==> src/sv/afc_pkg.sv <==
// ----------------------------------------------------------------------------
// afc_pkg
// shared codes and constants for the box versus frustum plane test
// ----------------------------------------------------------------------------
package afc_pkg;

	localparam int IDX_W     = 3;
	localparam int FRAC_BITS = 16;
	localparam int NUM_VALS  = 6;
	localparam int CMP_W     = 5;

	// item codes
	localparam logic FUNC_WRITE = 1'b0;
	localparam logic FUNC_TEST  = 1'b1;

	// value slots of a queue entry
	localparam int SLOT_NX    = 0;
	localparam int SLOT_NY    = 1;
	localparam int SLOT_NZ    = 2;
	localparam int SLOT_D     = 3;
	localparam int SLOT_MIN_X = 0;
	localparam int SLOT_MIN_Y = 1;
	localparam int SLOT_MIN_Z = 2;
	localparam int SLOT_MAX_X = 3;
	localparam int SLOT_MAX_Y = 4;
	localparam int SLOT_MAX_Z = 5;

endpackage

==> src/sv/afc_front.sv <==
// ----------------------------------------------------------------------------
// afc_front
// takes items, packs plane writes and box tests into a two-entry queue
// ----------------------------------------------------------------------------
module afc_front #(
	parameter int VALUE_WIDTH = 32
) (
	input  logic                          clk,
	input  logic                          arst_n,
	input  logic                          start,
	output logic                          busy,
	input  logic                          func,
	input  logic [afc_pkg::IDX_W-1:0]     plane_index,
	input  logic signed [VALUE_WIDTH-1:0] normal_x,
	input  logic signed [VALUE_WIDTH-1:0] normal_y,
	input  logic signed [VALUE_WIDTH-1:0] normal_z,
	input  logic signed [VALUE_WIDTH-1:0] offset_d,
	input  logic signed [VALUE_WIDTH-1:0] min_x,
	input  logic signed [VALUE_WIDTH-1:0] min_y,
	input  logic signed [VALUE_WIDTH-1:0] min_z,
	input  logic signed [VALUE_WIDTH-1:0] max_x,
	input  logic signed [VALUE_WIDTH-1:0] max_y,
	input  logic signed [VALUE_WIDTH-1:0] max_z,
	output logic                          q_valid,
	input  logic                          q_pop,
	output logic                          q_func,
	output logic [afc_pkg::IDX_W-1:0]     q_index,
	output logic [VALUE_WIDTH-1:0]        q_val [afc_pkg::NUM_VALS]
);
	import afc_pkg::*;

	logic                   func_q  [2];
	logic [IDX_W-1:0]       idx_q   [2];
	logic [VALUE_WIDTH-1:0] val_q   [2][NUM_VALS];
	logic [VALUE_WIDTH-1:0] pack    [NUM_VALS];
	logic                   wr_ptr_q;
	logic                   rd_ptr_q;
	logic [1:0]             count_q;
	logic                   push;

	assign busy    = (count_q == 2'd2);
	assign push    = start & ~busy;
	assign q_valid = (count_q != 2'd0);
	assign q_func  = func_q[rd_ptr_q];
	assign q_index = idx_q[rd_ptr_q];
	assign q_val   = val_q[rd_ptr_q];

	// classify: a box test carries its corners, a write its plane
	always_comb begin
		if (func == FUNC_TEST) begin
			pack[SLOT_MIN_X] = min_x;
			pack[SLOT_MIN_Y] = min_y;
			pack[SLOT_MIN_Z] = min_z;
			pack[SLOT_MAX_X] = max_x;
			pack[SLOT_MAX_Y] = max_y;
			pack[SLOT_MAX_Z] = max_z;
		end else begin
			pack[SLOT_NX] = normal_x;
			pack[SLOT_NY] = normal_y;
			pack[SLOT_NZ] = normal_z;
			pack[SLOT_D]  = offset_d;
			pack[4]       = '0;
			pack[5]       = '0;
		end
	end

	always_ff @(posedge clk) begin
		if (push) begin
			func_q[wr_ptr_q] <= func;
			idx_q[wr_ptr_q]  <= plane_index;
			val_q[wr_ptr_q]  <= pack;
		end
	end

	always_ff @(posedge clk or negedge arst_n) begin
		if (!arst_n) begin
			wr_ptr_q <= 1'b0;
			rd_ptr_q <= 1'b0;
			count_q  <= 2'd0;
		end else begin
			if (push)
				wr_ptr_q <= ~wr_ptr_q;
			if (q_pop)
				rd_ptr_q <= ~rd_ptr_q;
			if (push && !q_pop)
				count_q <= count_q + 2'd1;
			else if (!push && q_pop)
				count_q <= count_q - 2'd1;
		end
	end

endmodule

==> config.mk <==
export PLATFORM = sky130hd
export DESIGN_NAME = afc_front
export DESIGN_NICKNAME = d
export VERILOG_FILES = /design/src/sv/afc_pkg.sv /design/src/sv/afc_front.sv
export SDC_FILE = /design/constraint.sdc
export NUM_CORES = 1
export LEC_CHECK = 0
export ABC_CLOCK_PERIOD_IN_PS = 9700
export BUFFER_PORTS_ARGS = -buffer_cell sky130_fd_sc_hd__buf_2
export CAP_MARGIN = 40
export CORE_MARGIN = 3
export CORE_UTILIZATION = 41
export DETAILED_ROUTE_END_ITERATION = 10
export PLACE_DENSITY = 0.7
export REMOVE_ABC_BUFFERS = 1
export SLEW_MARGIN = 20
export SYNTH_ARGS = -nofsm -noshare
export SYNTH_HDL_FRONTEND = slang
export SYNTH_SLANG_ARGS = --single-unit
==> constraint.sdc <==
create_clock -name clk -period 9.7 [get_ports clk]
set_input_delay 1.94 -clock clk [delete_from_list [all_inputs] [get_ports clk]]
set_output_delay 1.94 -clock clk [all_outputs]
set_load 0.02 [all_outputs]
---- After elaboration in Yosys (flattened, before gate mapping) ----
Memory sizes are Yosys's and may differ from the RTL's.
Cells that the tools add are included.
storage, ports and cells
  register bits after elaboration ......... 4
  bits in writable memories ............... 392
  input port bits ......................... 328
  output and inout bits ................... 198
  logic and storage cells ................. 24
  memories ................................ 3
operators by class
  add/subtract/negate cells ............... 2
  eq/ne operators ......................... 1
  mux-type cells .......................... 5
  bitwise operators ....................... 4
  reductions and logical operators ........ 6
memories
  name    depth  width  read ports  clocked after Yosys merged registers in  wr ports  RTL line         RTL
  val_q   2      192    1           0                                        1         afc_front.sv:34  logic [VALUE_WIDTH-1:0] val_q [2][NUM_VALS];
  idx_q   2      3      1           0                                        1         afc_front.sv:33  logic [IDX_W-1:0] idx_q [2];
  func_q  2      1      1           0                                        1         afc_front.sv:32  logic func_q [2];
operators with widths
  operator             count
  $mux 192             1
  $mux 2               2
  $reduce_bool 2->1    2
  $not 1->1            3
  $add 2x1->2 const B  1
  $eq 2x2->1 const B   1
  $logic_and 1x1->1    2
  $logic_not 1->1      2
  $mux 1               2
  $sub 2x1->2 const B  1
  $and 1x1->1          1

---- Depth between registers and ports, before layout ----
Gate-level depths: netlist of run 1.
  word-level depth ........................ 7
  depth in mapped cells ................... 7
  depth with buffers taken out ............ 7

---- Worst setup path before layout of run 1 ----
No wires, ideal clock.
  path type ............................... input port to flip-flop
  start point ............................. in start
  end point ............................... mem func_q[0] (enable)
  library setup time ...................... 0.755 ns
  arrival time ............................ 10.155 ns
  data required time ...................... 8.945 ns
  slack ................................... -1.210 ns
  stages on the path ...................... 2
  path buffers ............................ 0
  cells stage by stage .................... nand2_1 nor2_1
on the way
  word-level cells in the longest chain between the ends .. 3
ends and longest elaborated chain
  what                          RTL line         RTL
  from (decl)                   afc_front.sv:10  input logic start,
  $and 1x1->1                   afc_front.sv:42  assign push = start & ~busy;
  $mux 1                        afc_front.sv:68  if (push) begin
  $mux 1 (not written as such)  afc_front.sv:69  func_q[wr_ptr_q] <= func;
  to (decl)                     afc_front.sv:32
Every way passes these cells.

==> metrics, run 1 <==
DR pass1 iterations=5; sequential cell area=11900 µm²; Final min period=between 4 and 5 ns; Synthesis Warnings=0; nets=approximately 1700; antenna viol nets, final=0; Clock Tree Buf Depth=3; Worst Hold Class=register to register; RSZ-0062 raised after global routing=no; ratio of cells with drive above 1 in the final layout=approximately two thirds; Avg Cell Area, Syn=about 20 µm²; grt total ovfl=0; I/O Pins=approximately 530; htree depth=2; Top Metal Used=met4; post-layout worst setup margin=4.99 ns; Synth top area share=a little over two thirds; area added between synthesis and finish=26.3%; Post-synth ARST share=~1.0%; max-cap check violation count=0; post-layout total power=6150 µW; Max Slew Vio Count=0; Fmax achieved=0.213 GHz; initial core utilization=between 40% and 50%; top post-synthesis cells by count=edfxtp_1, mux2_2, mux2_4; # DRC=0; Vias=roughly 9300; CTS tree=done; vias per inst=4.82; I/O Buffers=~530; initial antenna violation count=3; final worst path period share=between 40% and 50%; RD Place Congestion=~0.76; number of synthesized flops with an enable pin=just under 400; post-synth top area cell=edfxtp_1; # clock sinks=roughly 400; Inserted Clock Buffers=40; most common cell in the netlist=edfxtp_1; PwrDens=just under 300 nW/µm²; drt total wl=38.1 mm; Final Hold Viols=0; Worst EP required=7.76 ns; final setup TNS=0 ns; Gate Count Post-Synth=~840; initial DRC count=413; status=finished, final reports clean; Mapped Area=~17000 µm²; Distinct cells, synth=18; Max FO, Critical Path=112; worst setup path class=register to primary output; post-CTS setup buffers=0; Leak=roughly 0.0086 µW; clk_lat worst skew=~0.53 ns; Fin Clk Skew=between 0.007 and 0.008 ns; global-route usage over all layers=16.8%; Top FF cell, synth=edfxtp_1; DP Wirelength=26.6 mm; core area=between 40000 and 50000 µm²; global-route wire length before repair=56.6 mm; CP startpoint kind=register; DP Worst Slack=about 5.5 ns; Least-Margin Pin Slew=between 0.9 and 1 ns; die height=209 µm; fill count=about 3300; vias in the first global route=9813; met3 routed WL=approximately 3 mm; clock root cell=clkbuf_16; largest vdd supply drop=~0.23 mV; Worst-path clk slew=~0.06 ns; element type at the critical path end=primary output; die boundary width=209 µm; cts repair resizes=0; slew margin rel.=a little under two fifths; area of the multi-input gates=approximately 4600 µm²; sequential share of the synthesized area=a little over two thirds; Die ar.=approximately 44000 µm²; worst endpoint data arrival time=approximately 2.8 ns; cts-stage hold buffer count=0; #FFs+latches synth=between 300 and 400; final setup fails=0; Avg WL per Cell=19.7 µm; met2 WL=around 19 mm; largest net degree at the start of global routing=around 110; Post-Route M1 WL=approximately 15 mm; Rows=73; synth top area cells=edfxtp_1, mux2_2, mux2_4
[cells in the final DEF (no fill, tap or decap), drive strengths merged]
master and instances:
inv 6, or2 1, and3 1, clkbuf 48, ha 1, buf 540, xnor2 2, dfrtp 4
clkinv 15, diode 3, xor2 3, and2 64, nand2b 1, nor2 2, edfxtp 392, nand2 1
mux2 324, bufinv 2
[cell type report]
| class | instances | share of cell area (%) |
|---|---|---|
| Multi-Input combinational cell | 400 | 21.8 |
| Timing Repair Buffer | 540 | 13.5 |
| Clock inverter | 20 | 0.724 |
| Antenna cell | 3 | 0.0353 |
| Sequential cell | 396 | 55.8 |
| Clock buffer | 48 | 4.95 |
| Tap cell | 525 | 3.09 |
| Inverter | 3 | 0.0529 |
[critical path, cell delays in order (launching register included)]
cell and delay, ns:
dfrtp_4 0.56, buf_16 0.29, buf_12 0.48, mux2_2 0.41, buf_2 0.16
[sequential cells by signal, indices dropped and copies added, names as in the netlist]
signal / flops
func_q: 2
val_q: 384
count_q: 2
rd_ptr_q: 1
wr_ptr_q: 1
idx_q: 6
[where the power goes]
part           internal (µW)  switching [µW]
sequential              2360             105
combinational            954            1290
clock                    826             608
total                   4140            2010
[final timing paths]
path / from / endpoint / slack (ns) / cells after the start
max: rd_ptr_q / q_val[10] / 4.99 / 4
min: count_q[1] / count_q[1] / 0.52 / 1
max reg2reg: count_q[0] / val_q[0][45] / 7.03 / 6
min reg2reg: count_q[1] / count_q[1] / 0.52 / 1
max in group asynchronous: arst_n / rd_ptr_q / 8.36 / 1
min in group asynchronous: arst_n / rd_ptr_q / 1.20 / 1
[logic make-up (layout without fill, tap and decap cells)]
family | Yosys count | in the layout | share of synthesized area (%)
simple gates | 70 | 70 | 2.56
fa+ha+maj | 1 | 1 | 0.0743
xor+xnor | 5 | 5 | 0.260
mux | 324 | 324 | 24.6
buf+inv | 46 | 611 | 2.06
other cells | 0 | 3 | 0
flops | 396 | 396 | 70.5
[per-layer routing]
metal / vias to the layer above / GRT usage (%)
met5: - / 0
met4: 0 / 6.81
met3: 68 / 4.85
met2: 378 / 28.8
met1: 4543 / 20.0
li1: 4336 / -
[metrics by stage]
step | std cells | util [%] | cell area [µm²] | hold slack, ns
2_1_floorplan | 799 | - | 16500 | 0.456
3_3_place_gp | 1857 | 49.5 | 19900 | 0.482
3_5_place_dp | 1863 | 49.8 | 20000 | 0.514
4_1_cts | 1931 | 52.8 | 21200 | 0.527
5_1_grt | 1935 | 52.9 | 21300 | 0.537
6_report | 1935 | 52.9 | 21300 | 0.524
No activity file was read; power rests on OpenSTA's default activity.
==> run 2, diff against run 1 <==
- ABC_AREA: unset -> 1
- ABC_CLOCK_PERIOD_IN_PS: 9700 -> 4410
- PLACE_DENSITY: 0.7 -> 0.67
- clock period: 9.7 -> 4.41 ns (I/O delays scaled with it)
==> run 2 against run 1 <==
  * Power up 120%
  * Cell count is 4.2% higher
  * Routed wire length barely moved
  * Sequential power increased by 120%
  * Final area is 0.72% higher
  * Via count is 2.6% higher
  * Setup slack worse by 3.9 ns
  * Critical path type unchanged
  * Largest cell class unchanged
  * Largest power group unchanged
==> metrics, run 2 <==
DP Worst Slack=1.63 ns (was 5.51 ns); # DRC=0 (unchanged); I/O Pins=526 (unchanged); synth top area cells=edfxtp_1, mux2_2, mux2_4 (unchanged); final setup TNS=0 ns (unchanged); DR pass1 iterations=4 (was 5); Final Hold Viols=0 (unchanged); Worst-path clk slew=0.06 ns (about the same); CTS tree=done (unchanged); die boundary width=209 µm (about the same); #FFs+latches synth=396 (unchanged); Max FO, Critical Path=44 (was 112); Worst Hold Class=input pin to async pin (was register to register); Top reg by flops=val_q (unchanged); area added between synthesis and finish=26.4% (was 26.3%); largest net degree at the start of global routing=103 (was 113); largest vdd supply drop=0.484 mV (was 0.233 mV); grt total ovfl=0 (unchanged); global-route usage over all layers=16.6% (was 16.8%); PwrDens=632 nW/µm² (was 289 nW/µm²); Post-synth ARST share=1.01% (unchanged); element type at the critical path end=primary output (unchanged); final setup fails=0 (unchanged); Fin Clk Skew=0.00809 ns (was 0.00798 ns); Gate Count Post-Synth=916 (was 842); sequential cell area=11900 µm² (unchanged); Fmax achieved=just over 0.3 GHz; area of the multi-input gates=4470 µm² (was 4640 µm²); Die ar.=43800 µm² (was 43500 µm²); clock root cell=clkbuf_16 (unchanged); Top FF cell, synth=edfxtp_1 (unchanged); most common cell in the netlist=edfxtp_1 (unchanged); cts repair resizes=0 (unchanged); status=finished, final reports clean (unchanged); CP startpoint kind=register (unchanged); Antenna Diode Count=0 (was 3); Avg Cell Area, Syn=18.5 µm² (was 20.0 µm²); Final min period=between 3 and 4 ns; cts-stage hold buffer count=0 (unchanged); nets=1793 (was 1710); max reg flops=384 (unchanged); Synthesis Warnings=0 (unchanged); clk_lat worst skew=0.53 ns (about the same); vias in the first global route=9795 (was 9813); top post-synthesis cells by count=edfxtp_1, mux2_2, mux2_4 (unchanged); core area=40300 µm² (was 40200 µm²); most common cell after layout, fill and taps aside=buf_2 (unchanged); fill count=3347 (was 3277); slew margin rel.=46.2% (was 38.3%); I/O Buffers=525 (unchanged); flop2flop setup slack=2.12 ns (was 7.03 ns); initial antenna violation count=1 (was 3); post-synth top area cell=edfxtp_1 (unchanged); max-cap check violation count=0 (unchanged); post-CTS setup buffers=0 (unchanged); Avg WL per Cell=18.9 µm (was 19.7 µm); RSZ-0062 raised after global routing=no (unchanged); Least-Margin Pin Slew=0.806 ns (was 0.926 ns); final cell count without fillers=2016 (was 1935); # clock sinks=396 (unchanged); htree depth=2 (unchanged); Worst EP required=3.53 ns (was 7.76 ns); Distinct cells, synth=16 (was 18); initial DRC count=410 (was 413); Mapped Area=17000 µm² (was 16800 µm²); RD Place Congestion=0.779 (was 0.762); drt total wl=38.1 mm (about the same); Synth top area share=69.4% (was 69.9%); ratio of cells with drive above 1 in the final layout=62.2% (was 65.5%); placed cell area=20200 µm² (was 20000 µm²); Vias=9570 (was 9325); final worst path period share=approximately three quarters; Post-Place Cells=1945 (was 1863); Largest regs=val_q (384), idx_q (6) (unchanged); vias per inst=4.75 (was 4.82); number of synthesized flops with an enable pin=392 (unchanged); commonest non-fill, non-tap cells in the layout=buf_2, edfxtp_1, mux2_2 (unchanged); initial core utilization=42.1% (was 41.9%); reg2reg start=count_q[1] (was count_q[0]); Leak=0.00910 µW (was 0.00857 µW); die height=209 µm (about the same); global-route wire length before repair=56.4 mm (was 56.6 mm); Clock Tree Buf Depth=3 (unchanged); sequential share of the synthesized area=70.0% (was 70.5%); CP startpoint=rd_ptr_q (unchanged); antenna viol nets, final=0 (unchanged); worst endpoint data arrival time=2.43 ns (was 2.77 ns); Rows=73 (unchanged); Inserted Clock Buffers=41 (was 40); post-layout worst setup margin=1.10 ns (was 4.99 ns); DP Wirelength=27.0 mm (was 26.6 mm); worst setup path class=register to primary output (unchanged); Max Slew Vio Count=0 (unchanged); Final Cell Area=21400 µm² (was 21300 µm²)
## run 2: metal layers
layer / share of wire (%) / global-route usage [%] / vias up
met5: 0 / 0 / -
met4: 1.4 / 4.27 / 0
met3: 8.0 / 4.62 / 38
met2: 52 / 29.4 / 353
met1: 38 / 20.1 / 4673
li1: - / - / 4506
## run 2: final cells by class
type                    count  area share [%]
clock buffers              50            4.95
well taps                 525            3.07
repair buffers            548            13.7
multi-input cells         405            20.9
flip-flops and latches    396            55.4
clock inverters            20           0.701
inverters                  72            1.30
## run 2: final timing paths
| check | cells past startpoint | end |
|---|---|---|
| worst max-delay path | 3 | q_val[37] |
| worst min-delay path | 1 | count_q[0] |
| worst max register to register | 6 | val_q[0][182] |
| worst min register to register | 2 | count_q[1] |
| max in group asynchronous | 1 | rd_ptr_q |
| min in group clk | 2 | count_q[1] |
## run 2: metrics by stage
| step | util [%] | hold slack [ns] | total power, µW |
|---|---|---|---|
| after floorplan | - | 0.442 | 8910 |
| after global placement | 50.1 | 0.456 | 10500 |
| after detailed placement | 50.1 | 0.467 | 10500 |
| after CTS | 53.1 | 0.113 | 13700 |
| after global routing | 53.2 | 0.119 | 14200 |
| final | 53.2 | 0.153 | 13500 |
## run 2: cells by family after synthesis
| logic type | Yosys count | share of synthesized area [%] |
|---|---|---|
| adders and majority gates | 1 | 0.0738 |
| DFF | 396 | 70.0 |
| muxes | 324 | 24.4 |
| and+or+nand+nor | 77 | 1.73 |
| xor gates and xnor gates | 2 | 0.103 |
| buffers and inverters | 115 | 3.63 |
| AOI/OAI and AO/OA | 1 | 0.0295 |
## run 2: report_power, final
group          internal (µW)  switching, µW
registers               5170            289
logic                   2110           2810
clock network           1820           1330
## run 2: critical path, cell delays in order (launching register included)
cell and delay [ns]:
dfrtp_4 0.90, buf_4 0.43, mux2_2 0.37, buf_2 0.16
==> run 3, diff against run 2 <==
- ABC_CLOCK_PERIOD_IN_PS: 4410 -> 2950
- PLACE_DENSITY: 0.67 -> 0.7
- clock period: 4.41 -> 2.95 ns (I/O delays scaled with it)
==> run 3 against run 2 <==
  * Flip-flop and latch count unchanged
  * Worst hold slack better by 0.094 ns
  * Clock skew up 0.0067 ns
  * Final area up 1.3%
  * First-iteration DRC count down 4.4%
  * Die area unchanged
  * Largest power group unchanged
==> metrics, run 3 (synthesis gave the netlist of run 2 again) <==
status=finished, final reports clean (unchanged); Fin Clk Skew=0.0148 ns (was 0.00809 ns); grt total ovfl=0 (unchanged); Max FO, Critical Path=60 (was 44); sequential power share=39.0% (was 40.4%); Switching Power=6700 µW (was 4420 µW); post-CTS setup buffers=0 (unchanged); PwrDens=956 nW/µm² (was 632 nW/µm²); Avg WL per Cell=19.3 µm (was 18.9 µm); initial core utilization=42.1% (unchanged); CTS tree=done (unchanged); final design utilization=53.9% (was 53.2%); Post-Place Cells=1962 (was 1945); worst hold start=plane_index[0]; Sw Ratio=32.3% (was 32.7%); Combinational Power Share=36.8% (was 36.4%); Worst Hold Class=input pin to register (was input pin to async pin); initial antenna violation count=0 (was 1); # DRC=0 (unchanged); final setup fails=0 (unchanged); Leak=0.00925 µW (was 0.00910 µW); Max Slew Vio Count=0 (unchanged); flop2flop setup slack=1.04 ns (was 2.12 ns); Final min period=roughly 2.7 ns; largest net degree at the start of global routing=101 (was 103); element type at the critical path end=primary output (unchanged); max reg flops=384 (unchanged); clock share of power=24.2% (was 23.3%); Vias=9770 (was 9570); die boundary width=209 µm (unchanged); worst setup path class=register to primary output (unchanged); Pint=14100 µW (was 9110 µW); max-cap check violation count=0 (unchanged); CP startpoint kind=register (unchanged); final cell count without fillers=2031 (was 2016); Worst EP required=2.36 ns (was 3.53 ns); Die ar.=43800 µm² (unchanged); antenna viol nets, final=0 (unchanged); sequential cell area=11900 µm² (unchanged); I/O Buffers=525 (unchanged); area of the multi-input gates=4470 µm² (unchanged); clk_lat worst skew=0.55 ns (was 0.53 ns); Least-Margin Pin Slew=0.620 ns (was 0.806 ns); initial DRC count=392 (was 410); clock root cell=clkbuf_16 (unchanged); RSZ-0062 raised after global routing=no (unchanged); die height=209 µm (unchanged); slew margin rel.=58.6% (was 46.2%); Inserted Clock Buffers=42 (was 41); I/O Pins=526 (unchanged); Final Cell Area=21700 µm² (was 21400 µm²); hold path depth=1; nets=1811 (was 1793); DP Wirelength=28.1 mm (was 27.0 mm); global-route usage over all layers=17.3% (was 16.6%); placed cell area=20400 µm² (was 20200 µm²); vias in the first global route=10391 (was 9795); Worst-path clk slew=0.06 ns (about the same); largest vdd supply drop=0.636 mV (was 0.484 mV); Fmax achieved=~0.37 GHz; Antenna Diode Count=0 (unchanged); commonest non-fill, non-tap cells in the layout=buf_2, edfxtp_1, mux2_2 (unchanged); fill count=3271 (was 3347); final worst path period share=92.4%; RD Place Congestion=0.797 (was 0.779); FF-to-FF path depth=6 (unchanged); worst r2r dst=val_q[0][14] (was val_q[0][182]); cts-stage hold buffer count=1 (was 0); htree depth=2 (unchanged); hold_ws=0.247 ns (was 0.153 ns); drt total wl=39.3 mm (was 38.1 mm); Final Hold Viols=0 (unchanged); Top reg by flops=val_q (unchanged); worst endpoint data arrival time=2.14 ns (was 2.43 ns); hold endpoint=idx_q[0][0]; Rows=73 (unchanged); area added between synthesis and finish=28.0% (was 26.4%); Largest regs=val_q (384), idx_q (6) (unchanged); vias per inst=4.81 (was 4.75); post-layout worst setup margin=0.225 ns (was 1.10 ns); global-route wire length before repair=58.9 mm (was 56.4 mm); most common cell after layout, fill and taps aside=buf_2 (unchanged); DR pass1 iterations=4 (unchanged); cts repair resizes=0 (unchanged); reg2reg start=count_q[1] (unchanged); core area=40300 µm² (unchanged); # clock sinks=396 (unchanged); DP Worst Slack=0.782 ns (was 1.63 ns); Clock Tree Buf Depth=3 (unchanged); ratio of cells with drive above 1 in the final layout=62.9% (was 62.2%)
-- run 3: changes by cell type in the layout (fill, tap and decap cells not counted), sizes merged --
cell         delta
clkbuf          +2
clkinvlp        -1
dlygate4sd3     +1
clkinv          -3
bufinv          +1
inv             -1
buf            +16
-- run 3: worst max path at each step --
stage,endpoint,start,slack [ns]
after floorplan,func_q[1],start,-6.63
after CTS,q_val[33],rd_ptr_q,0.18
after detailed placement,q_val[33],rd_ptr_q,0.78
final,q_val[33],rd_ptr_q,0.22
after global placement,q_val[182],rd_ptr_q,0.81
after global routing,q_val[33],rd_ptr_q,0.13
-- run 3: through the flow --
stage / power (µW) / TNS [ns]
after floorplan: 11900 / -2596.77
after global placement: 15800 / 0
after detailed placement: 15900 / 0
after CTS: 21100 / 0
after global routing: 21700 / 0
final: 20800 / 0
-- run 3: final cells by class --
class	count	area share [%]
clock buffer	52	5.31
clock inverter	16	0.715
inverter	72	1.28
multi-input combinational	405	20.6
sequential	396	54.7
tap	525	3.03
timing repair buffer	565	14.3
-- run 3: power by group through the flow --
stage	Combinational (µW)	Clock (µW)	Sequential, µW
after global routing	8100	5420	8210
after global placement	7690	0	8130
final	7640	5030	8090
after floorplan	3510	0	8350
after detailed placement	7740	0	8210
after CTS	7770	5200	8100
-- run 3: worst max-delay path: stages (launching register included) --
cell and delay (ns):
dfrtp_4 0.60, buf_12 0.37, mux2_2 0.39, buf_2 0.16
-- run 3: routing by layer --
layer,vias up,GRT usage [%],part of all wire [%]
li1,4541,-,-
met1,4802,20.2,38
met2,376,30.9,52
met3,51,4.69,7.8
met4,0,5.89,2.4
met5,-,0,0
